==> src/design/scb_pkg.sv <==
package scb_pkg;

    localparam int SUM_W       = 48;
    localparam int CX_W        = 52;
    localparam int CZ_W        = 34;
    localparam int STAGES      = 24;
    localparam int IDX_W       = 10;
    localparam int NUM_W       = 82;
    localparam int MAG_W       = 50;

    localparam logic signed [CX_W-1:0] INV_GAIN   = 52'sd652032874;
    localparam logic signed [CZ_W-1:0] HALF_TURN  = 34'sd2147483648;
    localparam logic signed [CZ_W-1:0] QUARTER    = 34'sd1073741824;

    localparam logic MODE_ROT = 1'b0;
    localparam logic MODE_VEC = 1'b1;

    localparam logic [1:0] CFG_PHASE_STEP   = 2'd0;
    localparam logic [1:0] CFG_GAIN_VOLTAGE = 2'd1;
    localparam logic [1:0] CFG_GAIN_CURRENT = 2'd2;

    typedef struct packed {
        logic signed [SUM_W-1:0] v_cos;
        logic signed [SUM_W-1:0] v_sin;
        logic signed [SUM_W-1:0] i_cos;
        logic signed [SUM_W-1:0] i_sin;
    } t_sums;

    // atan(2^-i) in units of 2^-32 turn
    function automatic logic [31:0] atan_turn(input logic [4:0] i);
        logic [31:0] a;
        begin
            case (i)
                5'd0:  a = 32'd536870912;
                5'd1:  a = 32'd316933406;
                5'd2:  a = 32'd167458907;
                5'd3:  a = 32'd85004756;
                5'd4:  a = 32'd42667331;
                5'd5:  a = 32'd21354465;
                5'd6:  a = 32'd10679838;
                5'd7:  a = 32'd5340245;
                5'd8:  a = 32'd2670163;
                5'd9:  a = 32'd1335087;
                5'd10: a = 32'd667544;
                5'd11: a = 32'd333772;
                5'd12: a = 32'd166886;
                5'd13: a = 32'd83443;
                5'd14: a = 32'd41721;
                5'd15: a = 32'd20860;
                5'd16: a = 32'd10430;
                5'd17: a = 32'd5215;
                5'd18: a = 32'd2607;
                5'd19: a = 32'd1303;
                5'd20: a = 32'd651;
                5'd21: a = 32'd325;
                5'd22: a = 32'd162;
                5'd23: a = 32'd81;
                5'd24: a = 32'd40;
                5'd25: a = 32'd20;
                5'd26: a = 32'd10;
                5'd27: a = 32'd5;
                5'd28: a = 32'd2;
                5'd29: a = 32'd1;
                5'd30: a = 32'd1;
                default: a = 32'd0;
            endcase
            return a;
        end
    endfunction

endpackage

==> src/design/scb_queue.sv <==
module scb_queue (
    input  logic                 i_clk,
    input  logic                 i_rst_n,
    input  logic                 i_push,
    input  scb_pkg::t_sums       i_data,
    output logic                 o_full,
    input  logic                 i_pop,
    output logic                 o_valid,
    output scb_pkg::t_sums       o_data
);

    scb_pkg::t_sums r_mem [2];
    logic           r_wr;
    logic           r_rd;
    logic [1:0]     r_count;

    assign o_full  = (r_count == 2'd2);
    assign o_valid = (r_count != 2'd0);
    assign o_data  = r_mem[r_rd];

    always_ff @(posedge i_clk) begin
        if (!i_rst_n) begin
            r_wr    <= 1'b0;
            r_rd    <= 1'b0;
            r_count <= 2'd0;
        end else begin
            if (i_push) r_wr <= ~r_wr;
            if (i_pop) r_rd <= ~r_rd;
            if (i_push && !i_pop) r_count <= r_count + 2'd1;
            else if (!i_push && i_pop) r_count <= r_count - 2'd1;
        end
    end

    always_ff @(posedge i_clk) begin
        if (i_push) r_mem[r_wr] <= i_data;
    end

endmodule

==> config.mk <==
export PLATFORM = sky130hd
export DESIGN_NAME = scb_queue
export DESIGN_NICKNAME = d
export VERILOG_FILES = /design/src/design/scb_pkg.sv /design/src/design/scb_queue.sv
export SDC_FILE = /design/constraint.sdc
export NUM_CORES = 1
export LEC_CHECK = 0
export ABC_AREA = 1
export BUFFER_PORTS_ARGS = -buffer_cell sky130_fd_sc_hd__buf_2
export CORE_MARGIN = 2
export CORE_UTILIZATION = 55
export DETAILED_ROUTE_END_ITERATION = 8
export HOLD_SLACK_MARGIN = 0.08
export PLACE_DENSITY = 0.83
export SLEW_MARGIN = 10
export SYNTH_ARGS = -nofsm -noshare
export SYNTH_HDL_FRONTEND = slang
export SYNTH_SLANG_ARGS = --single-unit
==> constraint.sdc <==
create_clock -name i_clk -period 19.2 [get_ports i_clk]
set_input_delay 0.96 -clock i_clk [delete_from_list [all_inputs] [get_ports i_clk]]
set_output_delay 0.96 -clock i_clk [all_outputs]
set_load 0.1 [all_outputs]
==> results of run 1 <==
==> logic make-up (layout without fill, tap and decap cells) <==
group | Yosys count | in the layout
and+or+nand+nor | 19 | 19
DFF | 389 | 389
adders and majority gates | 1 | 1
buffers and inverters | 29 | 471
muxes | 192 | 192
AOI/OAI and AO/OA | 2 | 2
other | 0 | 3
==> power breakdown <==
part           leakage, nW  switching [W]  internal (W)  total, W
Sequential            3.65      0.0000127      0.000985  0.000997
Clock                0.592       0.000289      0.000429  0.000718
Combinational         2.38       0.000345     0.0000755  0.000421
Total                 6.62       0.000647       0.00149   0.00214
==> state kept, by name, indices dropped and copies added, names as in the netlist, named ones only <==
signal	count
r_count	2
r_mem	384
r_wr	1
r_rd	1
==> critical path: stages, from the launching register on <==
cell     delay (ps)
dfxtp_4         690
buf_4           860
mux2_2          360
buf_2           440
==> final cells by class <==
type	count	area (um^2)
Inverter	8	35.0
Multi-Input combinational cell	214	2270
Sequential cell	389	11600
Clock inverter	16	149
Antenna cell	3	7.51
Clock buffer	51	1060
Timing Repair Buffer	396	2000
Tap cell	330	413
Fill cell	1618	7680
==> cells in the final DEF (no fill, tap or decap) <==
cell / n
nand3_1: 1
edfxtp_1: 384
clkinv_1: 8
ha_1: 1
clkbuf_16: 41
nor2_4: 1
inv_6: 2
nor2_1: 7
diode_2: 3
clkbuf_1: 10
nand2_1: 9
buf_4: 7
clkinv_2: 4
nand4_1: 1
buf_2: 389
bufinv_16: 3
o21ai_0: 1
inv_1: 7
mux2_2: 192
dfxtp_4: 1
a21oi_1: 1
dfxtp_1: 4
==> worst paths after layout <==
kind                            startpoint            to  slack, ps  cells past startpoint
worst min register to register        r_rd          r_rd        510                      2
worst max register to register        r_wr  r_mem[1][15]      16810                      3
worst min-delay path                  r_rd          r_rd        510                      2
worst max-delay path             flip-flop    o_data[49]      15290                      3
==> stage by stage <==
stage          hold slack [ps]  cell area [um^2]  total power, W  utilization (%)
2_1_floorplan              463             14200         0.00137                -
3_5_place_dp               491             16300         0.00144             64.7
4_1_cts                    513             17600         0.00215             69.5
6_report                   509             17600         0.00214             69.6
5_1_grt                    548             17600         0.00220             69.6
3_3_place_gp               473             16300         0.00143             64.7
==> metal layers <==
metal | up-vias | track usage (%) | wire (um)
met5 | - | 0 | 44
met4 | 6 | 6.92 | 800
met3 | 71 | 8.74 | 3210
met2 | 348 | 36.2 | 14900
met1 | 3611 | 22.4 | 10300
li1 | 3333 | - | -
==> summary.txt, run 1 <==
Total of warnings raised by yosys = 0
Multiplexer area fraction after synthesis = 15.3%
Average instance area after synthesis = 22.4 um^2
Remaining DRCs = 0
Number of violations reported at the end of detailed-routing iteration 0 = 490
Num ports = 390
Clk sinks = 389
Simple-gate portion of the synthesized area = 0.531%
Fraction of final layout cells with drive strength greater than 1 = 59.6%
Main combinational cell family by area after synthesis = multiplexers
Final worst path period share = 20.4%
Synth top cells by count = edfxtp_1, mux2_2, buf_6
Die boundary height = 164 um
Worst min-delay path category = reg -> reg
Number of enable flip-flop cells after synthesis = 384
Fraction of synthesized cell area in xor and xnor cells = 0%
Instance count after placement with tap cells included = 1,337
Relative max-transition margin = 30.2%
Total clock buffers created by CTS = 38
Per-cell via count in the routed design = 5.24
Setup TNS = 0 ps
Cell type contributing the most total cell area after synthesis = edfxtp_1
Ys async rst share = 0%
Setup ws final = 15,290 ps
Clock latency on the worst-skew pair = 510 ps
WP data required = 18,240 ps
Cell Rows = 58
Area growth from synthesis to final layout = 24.2%
Worst-path clk slew = 60 ps
Longest Clk Path Bufs = 3
Category of the worst setup path capture point = output pin
Pin count of the biggest net entering global routing = 79
Total vias in the final route = 7,369
Syn Inst Count = 632
Per-cell routed wire length = 20.8 um
Die Outline Area = 0.0270 mm^2
Vias in the first global route = 7,736
Remaining number of nets flagged by the antenna check after routing = 0
Initial antenna violation count = 6
Most common cell in the netlist = edfxtp_1
PostCTS Resize Cnt = 0
Floorplan core area = 0.0253 mm^2
Synth cell types = 13
Cell types occupying the most area after synthesis = edfxtp_1, mux2_2, buf_6
Final std cells w/o fill = 1,407
Global routing usage summed across all routing layers = 20.6%
Unrepaired setup endpoints after global routing = false
Half-perimeter wire length after detailed placement = 19,400 um
Total detailed-routing wirelength = 29,300 um
Cell area power density = 122 mW/mm^2
Share of the synthesized area in the top cell type = 81.5%
Number of nets in the finished design = 1,244
Fraction of the yosys area taken by sequential cells = 82.2%
H-tree depth = 2
Total gr overflow = 0
Type of element launching the critical path = flip-flop
Initial Util = 56.0%
Global-route wire length before repair = 41,900 um
Worst path arrival time = 2950 ps
Critical path class = reg -> out
CTS root buf = clkbuf_16
TritonCTS clock tree = yes
Count of final setup violators = 0
Number of max-cap violations = 0
Number of hold buffers added after CTS = 0
Highest attainable clock frequency = 256 MHz
Count of buffers inserted at the top-level ports = 389
Slew Limit Fails = 0
Count of final hold-check violations = 0
Clk_skew = 18.4 ps
Highest fanout seen on the critical path = 78
Net count of the mapped netlist = 829
Leakage power = 6.62 nW
Fraction of the mapped netlist area in adder cells = 0.0884%
Most common flop cell mapped by yosys = edfxtp_1
Worst VDD drop = 0.000121 V
RePlAce Congestion = 0.778
Worst slack at placement = 15,800 ps
Netlist area before placement = 0.0142 mm^2
Result of the run = finished clean
Horizontal die dimension = 164 um
Slew at the pin closest to its max-slew limit = 1050 ps
Shortest period the worst path allows = 3910 ps
Iteration count of the initial detailed-routing pass = 4
Compound-Gate Fraction of Synth Area = 0.0707%
Number of buffers inserted by post-CTS setup repair = 0
Flip-flop and latch count after synthesis = 389
Power figures use the tool's default switching activity.
==> run 2: changes to the inputs <==
Settings changed: CORE_UTILIZATION 55 to 47, PLACE_DENSITY 0.83 to 0.76.
Clock period 19.2 ns to 3.4 ns, I/O delays scaled along.
==> summary.txt, run 2 (synthesized netlist as in run 1, its figures left out) <==
Result of the run = finished clean
Register-to-Register Setup Slack = 1630 ps (-15,180 ps)
Worst min-delay path category = in -> reg
RePlAce Congestion = 0.772 (-0.85%)
Initial antenna violation count = 3 (-3)
Post-detailed-placement cell area = 0.0166 mm^2 (+1.3%)
Total detailed-routing wirelength = 31,800 um (+8.8%)
Vias in the first global route = 8,889 (+15%)
Most frequent cells in the layout = buf_2, edfxtp_1, dlygate4sd3_1
Cell family with most CP delay = flip-flops
Number of max-cap violations = 0 (unchanged)
CTS root buf = clkbuf_16
Fraction of final layout cells with drive strength greater than 1 = 51.1% (-8.5 points)
Half-perimeter wire length after detailed placement = 18,800 um (-3.2%)
Category of the worst setup path capture point = output pin
Sequence of cells on the critical path = buf_4, mux2_2, buf_2
Worst VDD drop = 0.000531 V (+340%)
Worst-path cell with the longest stage delay = dfxtp_4
Worst-path clk slew = 60 ps (about the same)
Commonest non-fill, non-tap cell in the layout = buf_2
Relative max-transition margin = 48.5% (+18 points)
Horizontal die dimension = 178 um (+8.0%)
Shortest period the worst path allows = 2600 ps
WP data required = 3230 ps (-15,010 ps)
Type of element launching the critical path = flip-flop
Worst Hold Path Cells = 2 (unchanged)
Remaining number of nets flagged by the antenna check after routing = 0 (unchanged)
Pin count of the biggest net entering global routing = 100 (+27%)
Num ports = 390 (unchanged)
Logic depth of the worst register-to-register path = 5 (+2)
Global-route wire length before repair = 46,400 um (+11%)
Total clock buffers created by CTS = 39 (+2.6%)
Global routing usage summed across all routing layers = 19.3% (-1.3 points)
Clk_skew = 12.0 ps (-6.45 ps)
Area growth from synthesis to final layout = 39.8%
Slew Limit Fails = 0 (unchanged)
Unrepaired setup endpoints after global routing = false
Highest attainable clock frequency = 384 MHz
Longest individual stage delay on the worst path = 860 ps (about the same)
Die Outline Area = 0.0315 mm^2 (+17%)
Initial Util = 47.7% (-8.3 points)
Reg with most FFs = r_mem
Highest fanout seen on the critical path = 48 (-38%)
TritonCTS clock tree = yes
Worst path bufs/invs = 2 (unchanged)
Total gr overflow = 0 (unchanged)
Overall power of the completed layout = 0.0124 W (+480%)
Die boundary height = 178 um (+8.0%)
Count of final hold-check violations = 0 (unchanged)
Cell Rows = 63 (+8.6%)
Iteration count of the initial detailed-routing pass = 4 (unchanged)
Logic depth of the worst setup path including buffers = 3 (unchanged)
Number of violations reported at the end of detailed-routing iteration 0 = 469 (-4.3%)
Critical path class = reg -> out
Registers with the most flip-flops = r_mem: 384 flops, r_count: 2 flops
Clock latency on the worst-skew pair = 510 ps (about the same)
Number of buffers inserted by post-CTS setup repair = 0 (unchanged)
Max FFs per register = 384 (unchanged)
Number of nets in the finished design = 1,448 (+16%)
Worst path arrival time = 2430 ps (-520 ps)
Leakage power = 7.52 nW (+14%)
Number of fillers in the final layout = 1,899 (+17%)
PostCTS Resize Cnt = 0 (unchanged)
Per-cell routed wire length = 19.0 um (-8.4%)
Clk sinks = 389 (unchanged)
Final worst path period share = 76.5%
Count of final setup violators = 0 (unchanged)
Longest Clk Path Bufs = 3 (unchanged)
Total vias in the final route = 8,273 (+12%)
H-tree depth = 2 (unchanged)
Count of buffers inserted at the top-level ports = 389 (unchanged)
Final instance area = 0.0198 mm^2 (+13%)
Slew at the pin closest to its max-slew limit = 773 ps (-274 ps)
Remaining DRCs = 0 (unchanged)
Per-cell via count in the routed design = 4.95 (-5.5%)
Floorplan core area = 0.0296 mm^2 (+17%)
Cell area power density = 626 mW/mm^2 (+410%)
[run 2: routing by layer]
metal	track usage [%]	wire, um	vias to the layer above
met2	35.4	16700	379
met5	0	0	-
li1	-	-	3752
met3	4.95	2430	88
met1	20.7	11400	4054
met4	8.74	1310	0
[run 2: path summary, 6_finish.rpt]
| kind | startpoint | to |
|---|---|---|
| worst max-delay path | flip-flop | o_data[95] |
| worst min-delay path | i_data[110] | r_mem[1][110] |
| worst max register to register | r_wr | r_wr |
| worst min register to register | r_rd | r_rd |
[run 2: cell type report]
class,count,area [um^2],area share [%]
Clock inverter,22,201,1.02
Sequential cell,389,11600,58.8
Antenna cell,4,10.0,0.0506
Timing Repair Buffer,599,4100,20.7
Clock buffer,45,1040,5.26
Multi-Input combinational cell,214,2270,11.5
Tap cell,390,488,2.47
Inverter,8,33.8,0.171
[run 2: worst reg2reg max path: stages, from the launching register on]
cell           delay [ps]
dfxtp_2               370
nand2_2                80
nand2_1                60
dlygate4sd3_1         550
nor2_1                 40
dlygate4sd3_1         550
[run 2: timing repair]
| item | in CTS | in global routing |
|---|---|---|
| hold endpoints to repair | 389 | 0 |
| endpoints found under the setup margin | 0 | 0 |
| hold buffers | 197 | 0 |
[run 2: report_power, final]
| part | leakage, nW | switching, W | internal (W) | total [W] |
|---|---|---|---|---|
| Sequential | 3.65 | 0.0000837 | 0.00556 | 0.00564 |
| Clock | 0.614 | 0.00166 | 0.00248 | 0.00415 |
| Combinational | 3.25 | 0.00199 | 0.000596 | 0.00259 |
[run 2: per-stage QoR]
| step | util (%) | TNS (ps) | setup WS, ps | hold WS (ps) | instances |
|---|---|---|---|---|---|
| after detailed placement | 55.9 | 0 | 1300 | 361 | 1403 |
| after global routing | 66.7 | 0 | 666 | 368 | 1669 |
| after global placement | 55.9 | 0 | 1310 | 357 | 1403 |
| final | 66.8 | 0 | 799 | 381 | 1671 |
| after CTS | 66.7 | 0 | 737 | 358 | 1667 |
| after floorplan | - | -81280 | -255 | 269 | 632 |
